File: src/b85d_pkg.sv
// Package for the base85 identifier decoder: payload types, the digit table
// and the constant place weights. No dependencies.
package b85d_pkg;

  // Characters in one group, and the position of the last digit of a group
  localparam int unsigned GROUP_LEN = 5;
  localparam logic [2:0] LAST_DIGIT = 3'(GROUP_LEN - 1);

  // Table entry for a character outside the alphabet
  localparam logic [7:0] UNMAPPED = 8'hff;

  // Depth of the internal queues
  localparam int unsigned QUEUE_DEPTH = 2;

  // Status codes
  localparam logic STATUS_OK  = 1'b0;
  localparam logic STATUS_BAD = 1'b1;

  typedef struct packed {
    logic [15:0] code_unit;
    logic        start_req;
  } in_item_t;

  typedef struct packed {
    logic [31:0] word;
    logic [1:0]  word_index;
    logic        status;
    logic        last;
  } result_t;

  // Classified character handed from the front to the back
  typedef struct packed {
    logic [6:0] digit;
    logic [2:0] digit_pos;
    logic [1:0] word_index;
    logic       last_word;
    logic       bad;
  } digit_item_t;

  localparam logic [7:0] DIGIT_TABLE [128] = '{
    8'hff,8'hff,8'hff,8'hff,8'hff,8'hff,8'hff,8'hff,
    8'hff,8'hff,8'hff,8'hff,8'hff,8'hff,8'hff,8'hff,
    8'hff,8'hff,8'hff,8'hff,8'hff,8'hff,8'hff,8'hff,
    8'hff,8'hff,8'hff,8'hff,8'hff,8'hff,8'hff,8'hff,
    8'hff,8'h00,8'hff,8'hff,8'h01,8'h02,8'h03,8'h04,
    8'h05,8'h06,8'h07,8'h08,8'h09,8'h0a,8'h0b,8'hff,
    8'h0c,8'h0d,8'h0e,8'h0f,8'h10,8'h11,8'h12,8'h13,
    8'h14,8'h15,8'hff,8'hff,8'hff,8'h16,8'hff,8'h17,
    8'h18,8'h19,8'h1a,8'h1b,8'h1c,8'h1d,8'h1e,8'h1f,
    8'h20,8'h21,8'h22,8'h23,8'h24,8'h25,8'h26,8'h27,
    8'h28,8'h29,8'h2a,8'h2b,8'h2c,8'h2d,8'h2e,8'h2f,
    8'h30,8'h31,8'h32,8'h33,8'hff,8'h34,8'h35,8'h36,
    8'h37,8'h38,8'h39,8'h3a,8'h3b,8'h3c,8'h3d,8'h3e,
    8'h3f,8'h40,8'h41,8'h42,8'h43,8'h44,8'h45,8'h46,
    8'h47,8'h48,8'h49,8'h4a,8'h4b,8'h4c,8'h4d,8'h4e,
    8'h4f,8'h50,8'h51,8'h52,8'hff,8'h53,8'h54,8'hff
  };

  // Weight of a digit by its place in the group, least significant first
  function automatic logic [31:0] place_weight(input logic [2:0] pos);
    logic [31:0] w;
    case (pos)
      3'd0:    w = 32'd1;
      3'd1:    w = 32'd85;
      3'd2:    w = 32'd7225;
      3'd3:    w = 32'd614125;
      3'd4:    w = 32'd52200625;
      default: w = 32'd0;
    endcase
    return w;
  endfunction

endpackage

File: src/b85d_fifo.sv
// Small register queue used between the decoder stages and at the output.
// Depends on nothing.
module b85d_fifo #(
  parameter int unsigned WIDTH = 8,
  parameter int unsigned DEPTH = 2
) (
  input  logic             clk,
  input  logic             rst,
  input  logic             push,
  input  logic [WIDTH-1:0] wdata,
  output logic             full,
  input  logic             pop,
  output logic [WIDTH-1:0] rdata,
  output logic             empty
);

  localparam int unsigned PW = (DEPTH > 1) ? $clog2(DEPTH) : 1;
  localparam int unsigned CW = $clog2(DEPTH + 1);

  logic [WIDTH-1:0] mem [DEPTH];
  logic [PW-1:0]    rd_ptr;
  logic [PW-1:0]    wr_ptr;
  logic [CW-1:0]    count;
  logic             do_push;
  logic             do_pop;

  assign full    = (count == CW'(DEPTH));
  assign empty   = (count == '0);
  assign do_push = push && !full;
  assign do_pop  = pop && !empty;
  assign rdata   = mem[rd_ptr];

  // Store the request at the write pointer
  always_ff @(posedge clk) begin
    if (do_push) begin
      mem[wr_ptr] <= wdata;
    end
  end

  // Advance pointers and count
  always_ff @(posedge clk) begin
    if (rst) begin
      rd_ptr <= '0;
      wr_ptr <= '0;
      count  <= '0;
    end else begin
      if (do_push) begin
        wr_ptr <= (wr_ptr == PW'(DEPTH - 1)) ? '0 : wr_ptr + 1'b1;
      end
      if (do_pop) begin
        rd_ptr <= (rd_ptr == PW'(DEPTH - 1)) ? '0 : rd_ptr + 1'b1;
      end
      if (do_push && !do_pop) begin
        count <= count + 1'b1;
      end else if (do_pop && !do_push) begin
        count <= count - 1'b1;
      end
    end
  end

endmodule

File: src/b85d_front.sv
// Front stage: looks each character up in the digit table and tracks its
// place in the identifier. Depends on b85d_pkg.
module b85d_front #(
  parameter int unsigned NUM_WORDS = 4
) (
  input  logic                  clk,
  input  logic                  rst,
  input  logic                  accept,
  input  b85d_pkg::in_item_t    item,
  output b85d_pkg::digit_item_t classified
);

  localparam int unsigned WW = (NUM_WORDS > 1) ? $clog2(NUM_WORDS) : 1;

  logic [2:0]    digit_pos;
  logic [2:0]    digit_pos_next;
  logic [WW-1:0] word_no;
  logic [WW-1:0] word_no_next;
  logic [2:0]    cur_pos;
  logic [WW-1:0] cur_word;
  logic [WW+1:0] word_wide;
  logic [7:0]    entry;
  logic          bad;

  function automatic logic [7:0] DIGIT_LOOKUP(input logic [6:0] cu);
    return b85d_pkg::DIGIT_TABLE[cu];
  endfunction

  // Restart the position on a start request
  assign cur_pos   = item.start_req ? 3'd0 : digit_pos;
  assign cur_word  = item.start_req ? '0 : word_no;
  assign word_wide = {2'b00, cur_word};

  // Flag a character beyond 7 bits or one the table leaves unmapped
  assign entry = DIGIT_LOOKUP(item.code_unit[6:0]);
  assign bad   = (item.code_unit[15:7] != 9'd0) || (entry == b85d_pkg::UNMAPPED);

  always_comb begin
    classified.digit      = entry[6:0];
    classified.digit_pos  = cur_pos;
    classified.word_index = word_wide[1:0];
    classified.last_word  = (cur_word == WW'(NUM_WORDS - 1));
    classified.bad        = bad;
  end

  // Step to the next character, wrapping at the end of the identifier; restart on a bad one
  always_comb begin
    digit_pos_next = cur_pos + 3'd1;
    word_no_next   = cur_word;
    if (bad) begin
      digit_pos_next = 3'd0;
      word_no_next   = '0;
    end else if (cur_pos == b85d_pkg::LAST_DIGIT) begin
      digit_pos_next = 3'd0;
      word_no_next   = (cur_word == WW'(NUM_WORDS - 1)) ? '0 : cur_word + 1'b1;
    end
  end

  always_ff @(posedge clk) begin
    if (rst) begin
      digit_pos <= 3'd0;
      word_no   <= '0;
    end else if (accept) begin
      digit_pos <= digit_pos_next;
      word_no   <= word_no_next;
    end
  end

endmodule

File: src/b85d_back.sv
// Back stage: accumulates weighted digits into a word and forms results.
// Depends on b85d_pkg.
module b85d_back (
  input  logic                  clk,
  input  logic                  take,
  input  b85d_pkg::digit_item_t classified,
  output logic                  emit,
  output b85d_pkg::result_t     result
);

  logic [31:0] acc;
  logic [31:0] acc_next;
  logic [31:0] base;
  logic [31:0] product;

  // Clear at a group start, then add digit times its place weight
  assign base     = (classified.digit_pos == 3'd0) ? 32'd0 : acc;
  assign product  = {25'd0, classified.digit} *
                    b85d_pkg::place_weight(classified.digit_pos);
  assign acc_next = base + product;

  always_ff @(posedge clk) begin
    if (take && !classified.bad) begin
      acc <= acc_next;
    end
  end

  // Emit on a bad character or at the last digit of a group
  always_comb begin
    emit = take && (classified.bad || (classified.digit_pos == b85d_pkg::LAST_DIGIT));
    result.word_index = classified.word_index;
    if (classified.bad) begin
      result.word   = 32'd0;
      result.status = b85d_pkg::STATUS_BAD;
      result.last   = 1'b1;
    end else begin
      result.word   = acc_next;
      result.status = b85d_pkg::STATUS_OK;
      result.last   = classified.last_word;
    end
  end

endmodule

File: src/base85_id_decoder_unit.sv
// Base85 identifier decoder, one 16-bit character per cycle while not full.
// A result forms in the back from its fifth (or a bad) character taken from the
// middle queue, and is registered in the output queue until it is popped.
// Throughput: one character per cycle while neither queue backs up, set by the
// table lookup in the front and the multiply-accumulate in the back.
// Reset (rst, synchronous): empties both queues and returns the position to
// the start of an identifier.
module base85_id_decoder_unit #(
  parameter int unsigned NUM_WORDS = 4
) (
  input  logic                clk,
  input  logic                rst,
  input  logic                push,
  output logic                full,
  input  b85d_pkg::in_item_t  item,
  input  logic                pop,
  output logic                empty,
  output b85d_pkg::result_t   result
);

  localparam int unsigned DW = $bits(b85d_pkg::digit_item_t);
  localparam int unsigned RW = $bits(b85d_pkg::result_t);

  b85d_pkg::digit_item_t classified;
  b85d_pkg::digit_item_t queued;
  b85d_pkg::result_t     back_result;
  logic                  accept;
  logic                  mid_full;
  logic                  mid_empty;
  logic                  out_full;
  logic                  take;
  logic                  emit;
  logic [DW-1:0]         queued_bits;
  logic [RW-1:0]         result_bits;

  assign full   = mid_full;
  assign accept = push && !mid_full;

  // Classify incoming characters
  b85d_front #(
    .NUM_WORDS (NUM_WORDS)
  ) u_front (
    .clk        (clk),
    .rst        (rst),
    .accept     (accept),
    .item       (item),
    .classified (classified)
  );

  // Decouple front and back
  b85d_fifo #(
    .WIDTH (DW),
    .DEPTH (b85d_pkg::QUEUE_DEPTH)
  ) u_mid_queue (
    .clk   (clk),
    .rst   (rst),
    .push  (accept),
    .wdata (classified),
    .full  (mid_full),
    .pop   (take),
    .rdata (queued_bits),
    .empty (mid_empty)
  );

  assign queued = b85d_pkg::digit_item_t'(queued_bits);

  // Hold the back while the output queue has no room
  assign take = !mid_empty && !out_full;

  b85d_back u_back (
    .clk        (clk),
    .take       (take),
    .classified (queued),
    .emit       (emit),
    .result     (back_result)
  );

  // Keep finished results until they are taken
  b85d_fifo #(
    .WIDTH (RW),
    .DEPTH (b85d_pkg::QUEUE_DEPTH)
  ) u_out_queue (
    .clk   (clk),
    .rst   (rst),
    .push  (emit),
    .wdata (back_result),
    .full  (out_full),
    .pop   (pop),
    .rdata (result_bits),
    .empty (empty)
  );

  assign result = b85d_pkg::result_t'(result_bits);

endmodule

File: config.mk
export PLATFORM = sky130hd
export DESIGN_NAME = base85_id_decoder_unit
export DESIGN_NICKNAME = d
export VERILOG_FILES = /design/src/b85d_pkg.sv /design/src/b85d_fifo.sv /design/src/b85d_front.sv /design/src/b85d_back.sv /design/src/base85_id_decoder_unit.sv
export SDC_FILE = /design/constraint.sdc
export NUM_CORES = 1
export LEC_CHECK = 0
export BUFFER_PORTS_ARGS = -buffer_cell sky130_fd_sc_hd__buf_2
export CAP_MARGIN = 20
export CORE_MARGIN = 2
export CORE_UTILIZATION = 57
export DETAILED_ROUTE_END_ITERATION = 8
export GPL_TIMING_DRIVEN = 0
export PLACE_DENSITY = 0.75
export SYNTH_ARGS = -nofsm -noshare
export SYNTH_HDL_FRONTEND = slang
export SYNTH_SLANG_ARGS = --single-unit
File: constraint.sdc
create_clock -name clk -period 6.65 [get_ports clk]
set_clock_uncertainty 0.1 [all_clocks]
set_input_delay 0.3325 -clock clk [delete_from_list [all_inputs] [get_ports clk]]
set_output_delay 0.3325 -clock clk [all_outputs]
set_load 0.01 [all_outputs]
==> results.py, run 1 <==
metrics = {
    "die": {
        "num_rows": 52,
        "die_w_um": 147,
        "dieArea_um2": 21600,
        "num_io_pins": 59,
        "start_util_pct": 57.9,
        "fp.coreArea_um2": 20200,
        "die_y_um": 147,
    },
    "status": {
        "status": "complete, no violations",
    },
    "placed_design": {
        "dp_hpwl_um": 19500,
        "portBuffers": 58,
        "dp.cells": 1416,
        "globalplace.congestion": 0.996,
        "place_area_um2": 12400,
    },
    "layout": {
        "antenna_cells": 0,
        "layout_commonest_cell": "inv_1",
        "nNetsFinal": 1390,
        "syn_to_final_growth_pct": 13.5,
        "layout_common_cells": "inv_1, edfxtp_1, fa_1",
        "drive_gt1_share_pct": 17.2,
        "stdcell_area_um2": 13300,
        "nFillCells": 1618,
        "stdcell_count": 1456,
    },
    "synthesis": {
        "synth-seq-cells": 147,
        "ys_seq_area_share_pct": 36.5,
        "synthDistinctLibCells": 68,
        "netlist_instances": 1083,
        "synthFlopType": "edfxtp_1",
        "avgSynthCellArea_um2": 10.8,
        "syn_nets": 1300,
        "netlist_area_um2": 11700,
        "synth_edf_count": 132,
        "yosys_warnings": 0,
        "synth_async_sr_flop_share_pct": 0,
    },
    "clocking": {
        "cts_tree": "done",
        "clk_latency_ps": 440,
        "cts_buffers": 17,
        "htree_levels": 4,
        "cts_buffer_depth": 2,
        "numClockSinks": 147,
        "cts-root-buf": "clkbuf_16",
        "clk_pin_slew_worst_paths_ps": 70,
    },
    "critical_path": {
        "cp.required_ps": 6740,
        "cp.arrival_ps": 6510,
        "crit_path_frequent_cell": "fa_1",
        "cp_num_buf_inv": 5,
        "slowest_stage": "fa_1",
        "start_kind": "flop",
        "reg2regPathDepth": 21,
        "worstPathMaxFanout": 10,
        "endpoint_kind": "flop",
        "r2r_slack_ps": 230,
        "crit_family": "adder cells",
        "cpPeakStageDelay_ps": 560,
        "r2r-end": "u_out_queue.mem[0][30]",
        "path_cells": "buf_6 -> clkbuf_4 -> mux2i_4 -> nor2_2 -> nor2_1 -> fa_1 -> fa_1 -> inv_1 -> fa_1 -> inv_1 -> fa_1 -> inv_1 -> ha_1 -> o21a_1 -> o21ai_1 -> a31oi_1 -> nor2_2 -> o41ai_4 -> a221o_1 -> or4_1 -> and4_1",
        "path_class": "reg -> reg",
    },
    "worst_hold_path": {
        "hold_depth": 2,
        "holdCritStartpoint": "rst",
        "hold_end": "u_out_queue.count[1]",
        "min_path_type": "in -> reg",
    },
    "grt": {
        "grtUsageTotal_pct": 24.9,
        "antenna_found_initial": 1,
        "grt_pass1_wl_um": 41700,
        "grt_max_degree": 20,
        "grt_overflow": 0,
        "grt_pass1_vias": 8276,
    },
    "timing": {
        "finalWorstPathRequiredPeriod_ps": 6420,
        "setup_violations": 0,
        "finalHoldViolCount": 0,
        "max-slew-margin-rel_pct": 46.0,
        "min_period_over_period_pct": 96.6,
        "slew_violations": 0,
        "timing.fmax_mhz": 156,
        "worstMarginPinSlew_ps": 810,
    },
    "routing": {
        "vias_per_cell": 5.54,
        "avgRoutedWirePerCell_um": 17.6,
        "drt_first_pass_iters": 5,
        "vias": 8067,
        "drtIter0Drc": 506,
        "ant_nets": 0,
        "route.detailed.drc": 0,
        "wirelength_um": 25700,
    },
    "job": {
        "maxCapViolCount": 0,
    },
}
## per-stage QoR
stage / utilization [%] / hold WS, ps / setup WS [ps] / TNS (ps)
final: 65.7 / 42.8 / 228 / 0
after global routing: 65.7 / 51.7 / -4.43 / -8.78
after CTS: 64.9 / 36.5 / 15.7 / 0
after detailed placement: 61.6 / 364 / -795 / -21930
after global placement: 61.0 / 343 / -774 / -20370
after floorplan: - / 302 / 376 / 0
## cell usage after synthesis, types with 3 or more instances
cell,instances,area [µm²]
o211ai_1,4,30.0
nand4_1,7,43.8
nor2_1,69,259
a21oi_1,48,240
clkbuf_1,21,78.8
nor2b_1,7,43.8
nand2b_1,9,56.3
edfxtp_1,132,3960
or2_2,3,18.8
o21ai_1,6,30.0
a311oi_1,4,35.0
inv_1,192,721
o21a_1,6,45.0
a21o_1,14,105
nand2_1,58,218
mux2i_1,16,160
nand3_1,21,105
or3_1,7,43.8
buf_2,5,25.0
dfxtp_1,15,300
o21ai_0,27,135
ha_1,98,1230
buf_1,3,11.3
o22ai_1,4,25.0
nor4_1,4,25.0
fa_1,98,1960
and2_1,48,300
nor3_1,8,40.0
mux2_2,45,507
a31oi_1,10,62.6
xor2_1,17,149
a211oi_1,3,22.5
xnor2_1,23,201
and3_1,7,43.8
## worst reg2reg max path, delay by kind of cell (launching register included)
| kind | cells | cell delay, ps |
|---|---|---|
| mux | 1 | 380 |
| flops | 1 | 350 |
| compound gates | 5 | 1000 |
| simple gates | 5 | 1390 |
| buf+inv | 5 | 600 |
| fa+ha+maj | 5 | 2360 |
## worst max path at each step
stage / slack (ps) / from / end / cells after the start
floorplan: 380 / flop / u_out_queue.mem[0][30] / 23
global placement: -770 / flop / u_out_queue.mem[0][35] / 23
CTS: 20 / flop / u_out_queue.mem[0][30] / 23
detailed placement: -800 / flop / u_out_queue.mem[1][35] / 23
finish: 230 / flop / u_out_queue.mem[0][30] / 21
global route: -4 / flop / u_out_queue.mem[0][30] / 21
## kinds of logic (layout without fill, tap and decap cells)
family                     count (synthesis)  after routing  share of synthesized area [%]
DFF                                      147            147                           36.5
AOI/OAI and AO/OA                        155            155                           9.00
adders and majority gates                196            196                           27.3
muxes                                     61             61                           5.71
buffers and inverters                    226            329                           7.49
and+or+nand+nor                          258            258                           11.0
xor gates and xnor gates                  40             40                           3.00
## flip-flops by register name, indices dropped and copies added, names as in the netlist, named ones only
signal	flops
u_back.acc	32
u_out_queue.wr_ptr	1
u_out_queue.count	2
u_mid_queue.mem	28
u_out_queue.mem	72
u_mid_queue.count	2
u_front.digit_pos	3
u_mid_queue.wr_ptr	1
u_front.word_no	2
u_mid_queue.rd_ptr	1
u_out_queue.rd_ptr	1
## routing by layer
| metal | vias to the layer above | global-route usage (%) | part of all wire [%] |
|---|---|---|---|
| met1 | 3959 | 33.0 | 44 |
| met4 | 2 | 7.79 | 2.6 |
| li1 | 3844 | - | - |
| met2 | 211 | 42.0 | 49 |
| met3 | 51 | 4.35 | 4.7 |
| met5 | - | 0 | 0.066 |
## cell type report
| class | count | area [µm²] | area share, % |
|---|---|---|---|
| multi-input combinational | 710 | 6730 | 50.8 |
| sequential | 147 | 4260 | 32.2 |
| inverter | 193 | 724 | 5.47 |
| clock buffer | 18 | 450 | 3.40 |
| timing repair buffer | 71 | 448 | 3.38 |
| tap | 270 | 338 | 2.55 |
| buffer | 33 | 164 | 1.24 |
| clock inverter | 14 | 131 | 0.991 |
## timing repair
item,4_1_cts,5_1_grt
pin swaps,4,5
buffers inserted,2,6
resized for setup,20,26
endpoints found under the setup margin,47,37
hold buffers,0,0
cloned,0,0
Power of run 1 is left out: the tool's default activity adds up to more than one toggle a clock period on the data nets, which glitch-free logic cannot reach.
==> run 2, diff against run 1 <==
Settings changed: CORE_MARGIN 2 to 1.
==> results.py, run 2 (synthesized netlist as in run 1, its figures left out) <==
metrics = {
    "status": {
        "status": "complete, no violations",
    },
    "critical_path": {
        "crit_path_frequent_cell": "fa_1",
        "cp_num_buf_inv": 5,
        "path_cells": "buf_6 -> buf_2 -> mux2i_4 -> nor2_2 -> nor2_1 -> fa_1 -> fa_1 -> inv_1 -> fa_1 -> inv_1 -> fa_1 -> inv_1 -> ha_1 -> o21a_1 -> o21ai_1 -> a31oi_1 -> nor2_2 -> o41ai_4 -> a221o_1 -> or4_1 -> and4_1",
        "cp-endpoint": "u_out_queue.mem[1][30]",
        "reg2regPathDepth": 21,
        "cp.depth": 21,
        "crit_family": "adder cells",
        "cp.arrival_ps": 6450,
        "slowest_stage": "fa_1",
        "worstPathMaxFanout": 10,
        "r2r-end": "u_out_queue.mem[1][30]",
        "start_kind": "flop",
        "endpoint_kind": "flop",
        "cp.required_ps": 6740,
        "r2r_slack_ps": 300,
        "path_class": "reg -> reg",
        "cpPeakStageDelay_ps": 550,
    },
    "placed_design": {
        "dp.cells": 1411,
        "globalplace.congestion": 0.974,
        "portBuffers": 58,
        "dp_hpwl_um": 19500,
    },
    "timing": {
        "setup_violations": 0,
        "finalHoldViolCount": 0,
        "min_period_over_period_pct": 95.5,
        "worstMarginPinSlew_ps": 844,
        "finalWorstPathRequiredPeriod_ps": 6350,
        "slew_violations": 0,
        "timing.fmax_mhz": 157,
        "max-slew-margin-rel_pct": 42.1,
    },
    "clocking": {
        "clk_pin_slew_worst_paths_ps": 70,
        "htree_levels": 4,
        "cts-root-buf": "clkbuf_16",
        "cts_buffer_depth": 2,
        "numClockSinks": 147,
        "postCtsHoldBufs": 0,
        "cts_buffers": 17,
        "cts_tree": "done",
        "clk_latency_ps": 440,
    },
    "layout": {
        "layout_common_cells": "inv_1, edfxtp_1, fa_1, ha_1, buf_2",
        "drive_gt1_share_pct": 16.7,
        "max_flop_register": "u_out_queue.mem",
        "postLayoutCoreUtil_pct": 66.8,
        "largest_register_ffs": 72,
        "nNetsFinal": 1393,
        "syn_to_final_growth_pct": 13.2,
        "regArea_um2": 4260,
        "nFillCells": 1537,
        "reg_top3": "u_out_queue.mem x72, u_back.acc x32, u_mid_queue.mem x28",
        "multi_input_area_um2": 6670,
        "layout_commonest_cell": "inv_1",
        "stdcell_count": 1455,
    },
    "die": {
        "die_y_um": 145,
        "start_util_pct": 59.0,
        "num_rows": 51,
        "num_io_pins": 59,
        "fp.coreArea_um2": 19800,
        "die_w_um": 145,
        "dieArea_um2": 21100,
    },
    "grt": {
        "grt_pass1_vias": 8412,
        "grtUsageTotal_pct": 25.8,
        "grt_overflow": 0,
        "grt_pass1_wl_um": 42500,
        "grt_max_degree": 24,
        "antenna_found_initial": 0,
    },
    "routing": {
        "ant_nets": 0,
        "drtIter0Drc": 378,
        "avgRoutedWirePerCell_um": 17.5,
        "vias": 8145,
        "wirelength_um": 25500,
        "drt_first_pass_iters": 7,
        "route.detailed.drc": 0,
        "vias_per_cell": 5.60,
    },
    "job": {
        "maxCapViolCount": 0,
    },
    "worst_hold_path": {
        "min_path_type": "in -> reg",
    },
}
run 2: worst min path at each step:
stage,from,endpoint,slack (ps),depth (start not counted)
3_3_place_gp,u_front.digit_pos[0],u_front.digit_pos[0],350,2
3_5_place_dp,u_front.word_no[1],u_front.word_no[1],360,1
6_report,rst,u_out_queue.count[1],30,2
2_1_floorplan,rst,u_out_queue.count[1],300,1
4_1_cts,rst,u_out_queue.count[1],20,2
5_1_grt,rst,u_out_queue.count[1],30,2
run 2: repair_timing:
| action | CTS | global route |
|---|---|---|
| endpoints found under the setup margin | 47 | 42 |
| cloned | 0 | 0 |
| pin swaps | 7 | 3 |
| resized for setup | 19 | 17 |
| buffers inserted | 8 | 3 |
run 2: layout make-up:
type                       count  area share (%)
multi-input combinational    710            50.5
antenna                        1          0.0189
clock inverter                14            1.14
inverter                     193            5.48
buffer                        33            1.22
timing repair buffer          74            3.47
clock buffer                  18            3.41
sequential                   147            32.3
tap                          265            2.51
run 2: metal layers:
layer | up-vias | wire [µm] | GRT usage [%] | part of all wire, %
li1 | 3856 | - | - | -
met1 | 3965 | 11100 | 33.8 | 44
met2 | 271 | 12300 | 42.7 | 48
met3 | 53 | 1390 | 4.75 | 5.5
met4 | 0 | 676 | 9.74 | 2.6
met5 | - | 0 | 0 | 0
run 2: metrics by stage:
stage                     setup slack, ps  hold WS (ps)  setup TNS [ps]  area (µm²)
after global placement               -758           347          -19430       12300
after detailed placement             -807           357          -22100       12400
after CTS                            36.7          19.8               0       13100
final                                 296          27.3               0       13200
after floorplan                       376           302               0       11700
after global routing                -31.0          32.0           -58.2       13200
Power of run 2 is left out for the same reason.
